**config.mk**
```make
export PLATFORM = sky130hd
export DESIGN_NAME = kti_ctrl
export DESIGN_NICKNAME = d
export VERILOG_FILES = /design/src/rtl/core/kti_pkg.sv /design/src/rtl/core/kti_ctrl.sv
export SDC_FILE = /design/constraint.sdc
export NUM_CORES = 1
export LEC_CHECK = 0
export ABC_AREA = 1
export BUFFER_PORTS_ARGS = -buffer_cell sky130_fd_sc_hd__clkbuf_2
export CORE_ASPECT_RATIO = 0.5
export CORE_MARGIN = 5
export CORE_UTILIZATION = 58
export DETAILED_ROUTE_END_ITERATION = 8
export GPL_TIMING_DRIVEN = 0
export PLACE_DENSITY = 0.85
export SLEW_MARGIN = 20
export SYNTH_ARGS = -nofsm -noshare
export SYNTH_HDL_FRONTEND = slang
export SYNTH_SLANG_ARGS = --single-unit
```
**constraint.sdc**
```tcl
create_clock -name clock -period 3.8 [get_ports clock]
set_input_delay 0.38 -clock clock [delete_from_list [all_inputs] [get_ports clock]]
set_output_delay 0.38 -clock clock [all_outputs]
set_load 0.005 [all_outputs]
```
**src/rtl/core/kti_pkg.sv**
```systemverilog
// ----------------------------------------------------------------------------
// kti_pkg : shared types and constants for the keyframe track interpolator
// Widths of the request and response fields, controller command and
// datapath status structures.
// ----------------------------------------------------------------------------
package kti_pkg;

   localparam int MAX_KEYS    = 64;
   localparam int SLOT_W      = $clog2(MAX_KEYS);
   localparam int CNT_W       = SLOT_W + 1;
   localparam int TIME_W      = 32;
   localparam int VAL_W       = 32;
   localparam int NUM_COMP    = 3;
   localparam int KEY_W       = NUM_COMP * VAL_W;
   localparam int COMP_W      = 2;
   localparam int BLEND_BITS  = 16;
   localparam int BLEND_W     = BLEND_BITS + 1;
   localparam int DIV_CNT_W   = $clog2(BLEND_BITS);
   localparam int DIFF_W      = VAL_W + 1;
   localparam int PROD_W      = DIFF_W + BLEND_W + 1;

   localparam int REQ_USED_W  = SLOT_W + TIME_W + KEY_W;
   localparam int REQ_DATA_W  = ((REQ_USED_W + 7) / 8) * 8;
   localparam int RSP_USED_W  = KEY_W + SLOT_W + BLEND_W;
   localparam int RSP_DATA_W  = ((RSP_USED_W + 7) / 8) * 8;
   localparam int RSP_PAD_W   = RSP_DATA_W - RSP_USED_W;

   localparam logic REQ_FUNC_LOAD  = 1'b0;
   localparam logic REQ_FUNC_QUERY = 1'b1;

   // controller -> datapath
   typedef struct packed {
      logic                 wr_en;
      logic                 start;
      logic [SLOT_W-1:0]    rd_addr;
      logic [SLOT_W-1:0]    seg;
      logic                 cap_a;
      logic                 cap_b;
      logic                 prep;
      logic                 norm;
      logic                 classify;
      logic                 div_step;
      logic                 ldiff;
      logic                 single;
      logic                 mul;
      logic                 acc;
      logic [COMP_W-1:0]    comp;
      logic                 out_load;
   } kti_cmd_type;

   // datapath -> controller
   typedef struct packed {
      logic t_before;
      logic need_div;
   } kti_sts_type;

endpackage

```
**src/rtl/core/kti_ctrl.sv**
```systemverilog
// ----------------------------------------------------------------------------
// kti_ctrl : controller of the keyframe track interpolator
// Sequences the key scan, segment fetch, divide and blend of a request,
// and owns the response valid flag.
// ----------------------------------------------------------------------------
module kti_ctrl (
   input  logic                        clock,
   input  logic                        reset,
   input  logic                        req_tvalid,
   input  logic                        req_func,
   input  logic [kti_pkg::CNT_W-1:0]   key_count,
   input  logic                        rsp_tready,
   input  kti_pkg::kti_sts_type        sts,
   output logic                        req_tready,
   output logic                        rsp_tvalid,
   output kti_pkg::kti_cmd_type        cmd
);

   typedef enum logic [3:0] {
      ST_IDLE,
      ST_SCAN_RD,
      ST_SCAN_CMP,
      ST_FETCH0,
      ST_FETCH1,
      ST_FETCH2,
      ST_PREP,
      ST_NORM,
      ST_CLASS,
      ST_DIV,
      ST_LDIFF,
      ST_MUL,
      ST_ACC,
      ST_PUSH
   } state_type;

   state_type                      state_ff;
   logic [kti_pkg::SLOT_W-1:0]     idx_ff;
   logic [kti_pkg::SLOT_W-1:0]     seg_ff;
   logic                           single_ff;
   logic [kti_pkg::DIV_CNT_W-1:0]  cnt_ff;
   logic [kti_pkg::COMP_W-1:0]     comp_ff;
   logic                           rsp_valid_ff;

   logic [kti_pkg::CNT_W-1:0]      n_keys;
   logic                           accept;

   // zero counts as one, anything beyond the store saturates
   always_comb begin
      if (key_count == '0) begin
         n_keys = kti_pkg::CNT_W'(1);
      end else if (key_count > kti_pkg::CNT_W'(kti_pkg::MAX_KEYS)) begin
         n_keys = kti_pkg::CNT_W'(kti_pkg::MAX_KEYS);
      end else begin
         n_keys = key_count;
      end
   end

   assign req_tready = (state_ff == ST_IDLE);
   assign accept     = req_tvalid && req_tready;
   assign rsp_tvalid = rsp_valid_ff;

   always_comb begin
      cmd         = '0;
      cmd.rd_addr = idx_ff + kti_pkg::SLOT_W'(1);
      cmd.seg     = seg_ff;
      cmd.single  = single_ff;
      cmd.comp    = comp_ff;
      case (state_ff)
         ST_IDLE: begin
            cmd.wr_en = accept && (req_func == kti_pkg::REQ_FUNC_LOAD);
            cmd.start = accept && (req_func == kti_pkg::REQ_FUNC_QUERY);
         end
         ST_FETCH0: begin
            cmd.rd_addr = seg_ff;
         end
         ST_FETCH1: begin
            cmd.cap_a   = 1'b1;
            cmd.rd_addr = seg_ff + kti_pkg::SLOT_W'(1);
         end
         ST_FETCH2: cmd.cap_b    = 1'b1;
         ST_PREP:   cmd.prep     = 1'b1;
         ST_NORM:   cmd.norm     = 1'b1;
         ST_CLASS:  cmd.classify = 1'b1;
         ST_DIV:    cmd.div_step = 1'b1;
         ST_LDIFF:  cmd.ldiff    = 1'b1;
         ST_MUL:    cmd.mul      = 1'b1;
         ST_ACC:    cmd.acc      = 1'b1;
         ST_PUSH: begin
            cmd.out_load = !rsp_valid_ff || rsp_tready;
         end
         default: ;
      endcase
   end

   always_ff @(posedge clock) begin
      if (reset) begin
         state_ff     <= ST_IDLE;
         rsp_valid_ff <= 1'b0;
      end else begin
         if (cmd.out_load) begin
            rsp_valid_ff <= 1'b1;
         end else if (rsp_tready) begin
            rsp_valid_ff <= 1'b0;
         end
         case (state_ff)
            ST_IDLE: begin
               if (accept && (req_func == kti_pkg::REQ_FUNC_QUERY)) begin
                  idx_ff <= '0;
                  seg_ff <= '0;
                  if (n_keys == kti_pkg::CNT_W'(1)) begin
                     single_ff <= 1'b1;
                     state_ff  <= ST_FETCH0;
                  end else begin
                     single_ff <= 1'b0;
                     state_ff  <= ST_SCAN_RD;
                  end
               end
            end
            ST_SCAN_RD: state_ff <= ST_SCAN_CMP;
            ST_SCAN_CMP: begin
               if (sts.t_before) begin
                  seg_ff   <= idx_ff;
                  state_ff <= ST_FETCH0;
               end else if (({1'b0, idx_ff} + kti_pkg::CNT_W'(2)) == n_keys) begin
                  seg_ff   <= '0;
                  state_ff <= ST_FETCH0;
               end else begin
                  idx_ff   <= idx_ff + kti_pkg::SLOT_W'(1);
                  state_ff <= ST_SCAN_RD;
               end
            end
            ST_FETCH0: state_ff <= ST_FETCH1;
            ST_FETCH1: state_ff <= single_ff ? ST_LDIFF : ST_FETCH2;
            ST_FETCH2: state_ff <= ST_PREP;
            ST_PREP:   state_ff <= ST_NORM;
            ST_NORM:   state_ff <= ST_CLASS;
            ST_CLASS: begin
               cnt_ff   <= '0;
               state_ff <= sts.need_div ? ST_DIV : ST_LDIFF;
            end
            ST_DIV: begin
               cnt_ff <= cnt_ff + kti_pkg::DIV_CNT_W'(1);
               if (cnt_ff == kti_pkg::DIV_CNT_W'(kti_pkg::BLEND_BITS - 1)) begin
                  state_ff <= ST_LDIFF;
               end
            end
            ST_LDIFF: begin
               comp_ff  <= '0;
               state_ff <= ST_MUL;
            end
            ST_MUL: state_ff <= ST_ACC;
            ST_ACC: begin
               if (comp_ff == kti_pkg::COMP_W'(kti_pkg::NUM_COMP - 1)) begin
                  state_ff <= ST_PUSH;
               end else begin
                  comp_ff  <= comp_ff + kti_pkg::COMP_W'(1);
                  state_ff <= ST_MUL;
               end
            end
            ST_PUSH: begin
               if (cmd.out_load) begin
                  state_ff <= ST_IDLE;
               end
            end
            default: state_ff <= ST_IDLE;
         endcase
      end
   end

   a_no_overwrite: assert property (@(posedge clock) disable iff (reset)
      cmd.out_load |-> (!rsp_valid_ff || rsp_tready))
      else $error("response register overwritten while stalled");

   a_query_leaves_idle: assert property (@(posedge clock) disable iff (reset)
      (cmd.start) |=> (state_ff != ST_IDLE))
      else $error("query request not started");

   a_seg_in_range: assert property (@(posedge clock) disable iff (reset)
      (state_ff == ST_FETCH2) |-> (({1'b0, seg_ff} + kti_pkg::CNT_W'(1)) < n_keys))
      else $error("segment end beyond key count");

   a_single_seg_zero: assert property (@(posedge clock) disable iff (reset)
      (state_ff == ST_FETCH0 && single_ff) |-> (seg_ff == '0))
      else $error("single key track not on segment zero");

endmodule
```
==> results of run 1 <==
## power by group through the flow
stage	sequential [W]	clock, W	combinational [W]
floorplan	0.000312	0	0.0000999
global placement	0.000316	0	0.000139
detailed placement	0.000316	0	0.000144
CTS	0.000310	0.000156	0.000145
global route	0.000312	0.000168	0.000164
finish	0.000310	0.000150	0.000143
## critical path, stage by stage (launching register included)
cell	delay (ps)
edfxtp_1	520
ha_1	350
nand3b_1	120
nand3_2	70
nor2_1	110
nand2_1	60
nor2_2	110
nand3_2	110
a31oi_1	530
## routing by layer
metal	GRT usage (%)	share of wire [%]	vias to the layer above
li1	-	-	886
met1	25.5	44	815
met2	33.3	48	58
met3	4.72	6.4	6
met4	5.53	1.2	0
met5	0	0	-
## sequential cells by signal, summed over array words and instances, names as in the netlist
register / flops
cnt_ff: 4
seg_ff: 6
state_ff: 4
idx_ff: 6
single_ff: 1
rsp_tvalid: 1
comp_ff: 2
## Yosys cell counts (all sizes together)
cell type   n  area, µm²
nand3      17        100
a31oi       2       12.5
xor2        6       52.6
o2111ai     1       8.76
a21oi       6       30.0
nor3        4       31.3
xnor2       2       17.5
nand4       5       31.3
ha          5       62.6
a211oi      1       7.51
nand2      52        213
nor2       55        244
o211ai      2       15.0
o21ai       5       25.0
o41ai       1       8.76
a22oi       1       7.51
o221ai      3       26.3
dfxtp       5        100
nand3b      2       15.0
edfxtp     19        571
buf         3       16.3
or2         2       12.5
inv        49        184
## worst max-delay path by stage
stage	from	endpoint	slack, ps	depth (start not counted)
3_5_place_dp	idx_ff[1]	seg_ff[5]	1490	8
6_report	idx_ff[1]	seg_ff[0]	1460	8
3_3_place_gp	idx_ff[1]	seg_ff[2]	1530	8
2_1_floorplan	idx_ff[2]	seg_ff[0]	1790	8
4_1_cts	idx_ff[1]	seg_ff[0]	1480	8
5_1_grt	state_ff[0]	cmd[24]	1340	6
## cell families after synthesis
group                    Yosys count  share of synthesized area (%)
AND/OR/NAND/NOR                  137                           36.1
buffers and inverters             52                           11.2
flip-flops                        24                           37.4
AO/OA/AOI/OAI                     22                           7.89
XOR/XNOR                           8                           3.91
adder cells (fa/ha/maj)            5                           3.49
## through the flow
stage | hold WS, ps | utilization, % | total power [W] | setup WS (ps) | std cells
after floorplan | 543 | - | 0.000412 | 1790 | 248
after global placement | 541 | 68.7 | 0.000455 | 1530 | 329
after detailed placement | 578 | 68.7 | 0.000460 | 1490 | 329
after CTS | 420 | 70.3 | 0.000611 | 1480 | 333
after global routing | 443 | 70.3 | 0.000644 | 1340 | 333
final | 419 | 70.3 | 0.000604 | 1460 | 333
## area by class of cell
| class | count | area (µm²) | area share [%] |
|---|---|---|---|
| Inverter | 49 | 184 | 8.79 |
| Clock inverter | 1 | 3.75 | 0.179 |
| Sequential cell | 24 | 671 | 32.1 |
| Buffer | 3 | 16.3 | 0.778 |
| Tap cell | 40 | 50.0 | 2.39 |
| Timing Repair Buffer | 41 | 205 | 9.81 |
| Clock buffer | 3 | 41.3 | 1.97 |
| Multi-Input combinational cell | 172 | 921 | 44.0 |
==> flow_summary_export.csv, run 1 <==
group,metric,value,unit
outcome,outcome,"completed",
logic_synthesis,syn_area,0.00179,mm²
grt,overflow,0,
place,gp_congestion,0.916,
logic_synthesis,syn_avg_cell_area,7.22,µm²
floorplan,start_util,60.2,%
critical_path,reg2reg_depth,8,
layout,final_common_cell,"nand2_1",
pwr,power.switching,0.000180,W
timing,finalCritPeriodShare,61.6,%
layout,nFillCells,261,
drt,drt-pass1-iter-count,5,
logic_synthesis,ys_types,34,
critical_path,timing.rr.start,"idx_ff[1]",
timing,slew_headroom,53.4,%
timing,hold_violations,0,
clock_tree,clock_path_buffers,2,
logic_synthesis,ys_ff_latch,24,
layout,fin_area,0.00209,mm²
timing,tightest_slew,696,ps
clock_tree,cts.sinks,24,
hold_path,whs_path_depth,4,
floorplan,pin_count,43,
pwr,p_sw_share,29.9,%
logic_synthesis,synthCells,248,
timing,setup_viol_count_final,0,
drt,via_per_inst,5.30,
grt,grt_max_degree,14,
place,placed_area,0.00205,mm²
layout,drive_gt1_share,25.6,%
grt,grt.total_usage,19.9,%
critical_path,worstPathArrival,2250,ps
floorplan,coreArea,0.00298,mm²
timing,rsz0062_at_grt,"no",
layout,final_cell_mix,"nand2_1 (47), nor2_1 (46), clkbuf_2 (41), inv_1 (39), edfxtp_1 (19)",
pwr,seq_power_share,51.4,%
drt,ant_nets,0,
pwr,p_int,0.000423,W
clock_tree,clk_latency,270,ps
clock_tree,root_buffer,"clkbuf_8",
flow_run,max_cap_violations,0,
floorplan,die_y,49.3,µm
clock_tree,numCtsBuffers,3,
drt,drt_iter0_markers,109,
floorplan,die_x,88.6,µm
grt,antenna_found_initial,0,
clock_tree,cts.clk_slew.worst_paths,80,ps
clock_tree,cts_tree,"done",
pwr,power_density,289,mW/mm²
hold_path,min_from,"rsp_tready",
drt,routed_wl,4100,µm
critical_path,rrSetupSlack,1460,ps
hold_path,worstHoldEndpoint,"rsp_tvalid",
place,portBuffers,41,
layout,antennaDiodeCount,0,
pwr,power.clock.fraction,24.8,%
place,place_hpwl,3400,µm
timing,period_minus_slack,2340,ps
floorplan,dieArea,0.00437,mm²
clock_tree,hold_buffers,0,
timing,skew,3.54,ps
timing,drv_slew,0,
clock_tree,post_cts_buffers,0,
pwr,p_leak,1.01,nW
logic_synthesis,syn_nets,267,
critical_path,timing.rr.end,"seg_ff[0]",
timing,max_freq,0.427,GHz
clock_tree,h-tree-depth,1,
grt,grt_pass1_wl,6930,µm
drt,wire_per_inst,12.3,µm
pwr,p_comb_share,23.7,%
clock_tree,post_cts_resized,0,
critical_path,critPathMaxFanout,7,
critical_path,endpoint_kind,"flip-flop",
hold_path,hp-class,"primary input to flip-flop",
critical_path,required,3710,ps
grt,grt_pass1_vias,1604,
timing,tns,0,ps
critical_path,critical_path_class,"flip-flop to flip-flop",
drt,num_vias,1765,
pwr,ir_drop,0.000177,V
drt,drc,0,
critical_path,startpoint_type,"flip-flop",
logic_synthesis,synth-seq-area-share,37.4,%
logic_synthesis,ys.warnings.count,0,
layout,num-nets-final,313,
layout,syn2layout_area_growth,16.8,%
floorplan,rows,14,
Note: power is estimated with default switching activity, not from simulation.
==> run 2: changes to the inputs <==
CORE_UTILIZATION = 54   (was 58)
PLACE_DENSITY = 0.8   (was 0.85)
clock period = 2.3 ns   (was 3.8 ns; I/O delays follow)
==> run 2 against run 1 <==
  * Register-to-register slack worse by 1300 ps
  * Combinational power rose by 72%
  * Highest routed layer unchanged
  * Clock power increased by 140%
==> flow_summary_export.csv, run 2 (synthesized netlist as in run 1, its figures left out) <==
group,metric,value,unit
place,portBuffers,41,
grt,overflow,0,
floorplan,coreArea,0.00308,mm²
pwr,power_density,526,mW/mm²
clock_tree,h-tree-depth,1,
drt,ant_nets,0,
layout,antennaDiodeCount,0,
pwr,p_sw_share,27.5,%
place,placed_area,0.00205,mm²
clock_tree,root_buffer,"clkbuf_8",
drt,num_vias,1726,
clock_tree,cts.sinks,24,
pwr,power.switching,0.000310,W
drt,drc,0,
drt,drt_iter0_markers,108,
timing,setup_viol_count_final,0,
timing,hold_violations,0,
place,gp_congestion,0.916,
timing,tns,0,ps
timing,drv_slew,0,
layout,final_cell_mix,"nand2_1 (47), nor2_1 (45), clkbuf_2 (41), inv_1 (39), edfxtp_1 (19)",
critical_path,required,2270,ps
floorplan,pin_count,43,
timing,tightest_slew,569,ps
grt,grt.total_usage,18.2,%
layout,drive_gt1_share,26.6,%
clock_tree,numCtsBuffers,3,
drt,via_per_inst,5.18,
floorplan,rows,14,
pwr,power.clock.fraction,32.6,%
drt,routed_wl,4140,µm
timing,max_freq,0.476,GHz
grt,antenna_found_initial,0,
timing,period_minus_slack,2100,ps
timing,finalCritPeriodShare,91.4,%
timing,rsz0062_at_grt,"no",
timing,slew_headroom,61.8,%
clock_tree,cts_tree,"done",
layout,fin_area,0.00214,mm²
clock_tree,cts.clk_slew.worst_paths,80,ps
timing,skew,6.00,ps
floorplan,die_x,91.5,µm
critical_path,endpoint_kind,"flip-flop",
grt,grt_pass1_wl,6870,µm
pwr,ir_drop,0.000496,V
clock_tree,clock_path_buffers,2,
floorplan,die_y,50.7,µm
drt,wire_per_inst,12.4,µm
critical_path,critical_path_class,"flip-flop to flip-flop",
pwr,p_int,0.000816,W
layout,top_regs,"idx_ff: 6 flops, seg_ff: 6 flops",
critical_path,startpoint_type,"flip-flop",
layout,num-nets-final,313,
critical_path,reg2reg_depth,7,
layout,syn2layout_area_growth,19.5,%
floorplan,dieArea,0.00464,mm²
outcome,outcome,"completed",
critical_path,critPathMaxFanout,7,
hold_path,whs_path_depth,4,
pwr,p_comb_share,21.9,%
critical_path,worstPathArrival,2080,ps
drt,drt-pass1-iter-count,4,
grt,grt_max_degree,15,
flow_run,max_cap_violations,0,
pwr,seq_power_share,45.6,%
floorplan,start_util,58.1,%
hold_path,hp-class,"primary input to flip-flop",
layout,final_common_cell,"nand2_1",
layout,nFillCells,264,
clock_tree,clk_latency,270,ps
pwr,p_leak,1.02,nW
place,place_hpwl,3360,µm
grt,grt_pass1_vias,1521,
## run 2: worst paths after layout
| check | start | to | slack [ps] |
|---|---|---|---|
| worst max register to register | idx_ff[1] | idx_ff[4] | 200 |
| worst min register to register | rsp_tvalid | rsp_tvalid | 570 |
| worst max-delay path | idx_ff[1] | idx_ff[4] | 200 |
| worst min-delay path | rsp_tready | rsp_tvalid | 240 |
## run 2: layout make-up
cell class	count	area, µm²	area share [%]
Multi-Input combinational cell	172	943	44.1
Sequential cell	24	671	31.3
Timing Repair Buffer	41	205	9.59
Inverter	49	184	8.59
Tap cell	40	50.0	2.34
Clock buffer	3	41.3	1.93
Clock inverter	1	30.0	1.40
Buffer	3	16.3	0.760
## run 2: layer usage
metal / global-route usage, % / share of wire, % / vias to the layer above
li1: - / - / 883
met1: 24.0 / 45 / 777
met2: 29.9 / 45 / 58
met3: 4.93 / 8.1 / 8
met4: 4.39 / 1.1 / 0
met5: 0 / 0 / -
## run 2: power by group through the flow
stage | sequential (W) | combinational (W) | clock [W]
global route | 0.000516 | 0.000280 | 0.000398
floorplan | 0.000516 | 0.000165 | 0
global placement | 0.000521 | 0.000231 | 0
CTS | 0.000512 | 0.000239 | 0.000375
detailed placement | 0.000522 | 0.000237 | 0
finish | 0.000513 | 0.000246 | 0.000366
## run 2: repair_timing
| action | CTS | global route |
|---|---|---|
| endpoints found under the hold margin | 0 | 0 |
| endpoints found under the setup margin | 0 | 12 |
| resized for setup | 0 | 4 |
| hold buffers | 0 | 0 |
| setup buffers | 0 | 0 |
## run 2: per-stage QoR
step	hold WS (ps)	total power, W	worst slack (ps)	cells	util, %
6_report	244	0.00113	198	333	69.4
5_1_grt	252	0.00119	4.57	333	69.4
4_1_cts	242	0.00113	1.41	333	68.7
3_5_place_dp	532	0.000759	24.9	329	66.4
3_3_place_gp	523	0.000752	79.8	329	66.4
2_1_floorplan	425	0.000681	286	248	-
## run 2: critical path, stage by stage (launching register included)
cell	delay [ps]
edfxtp_1	510
ha_1	290
xnor2_1	270
xor2_1	210
nor2_2	70
nand3_2	100
nand4_1	140
nor2_4	200
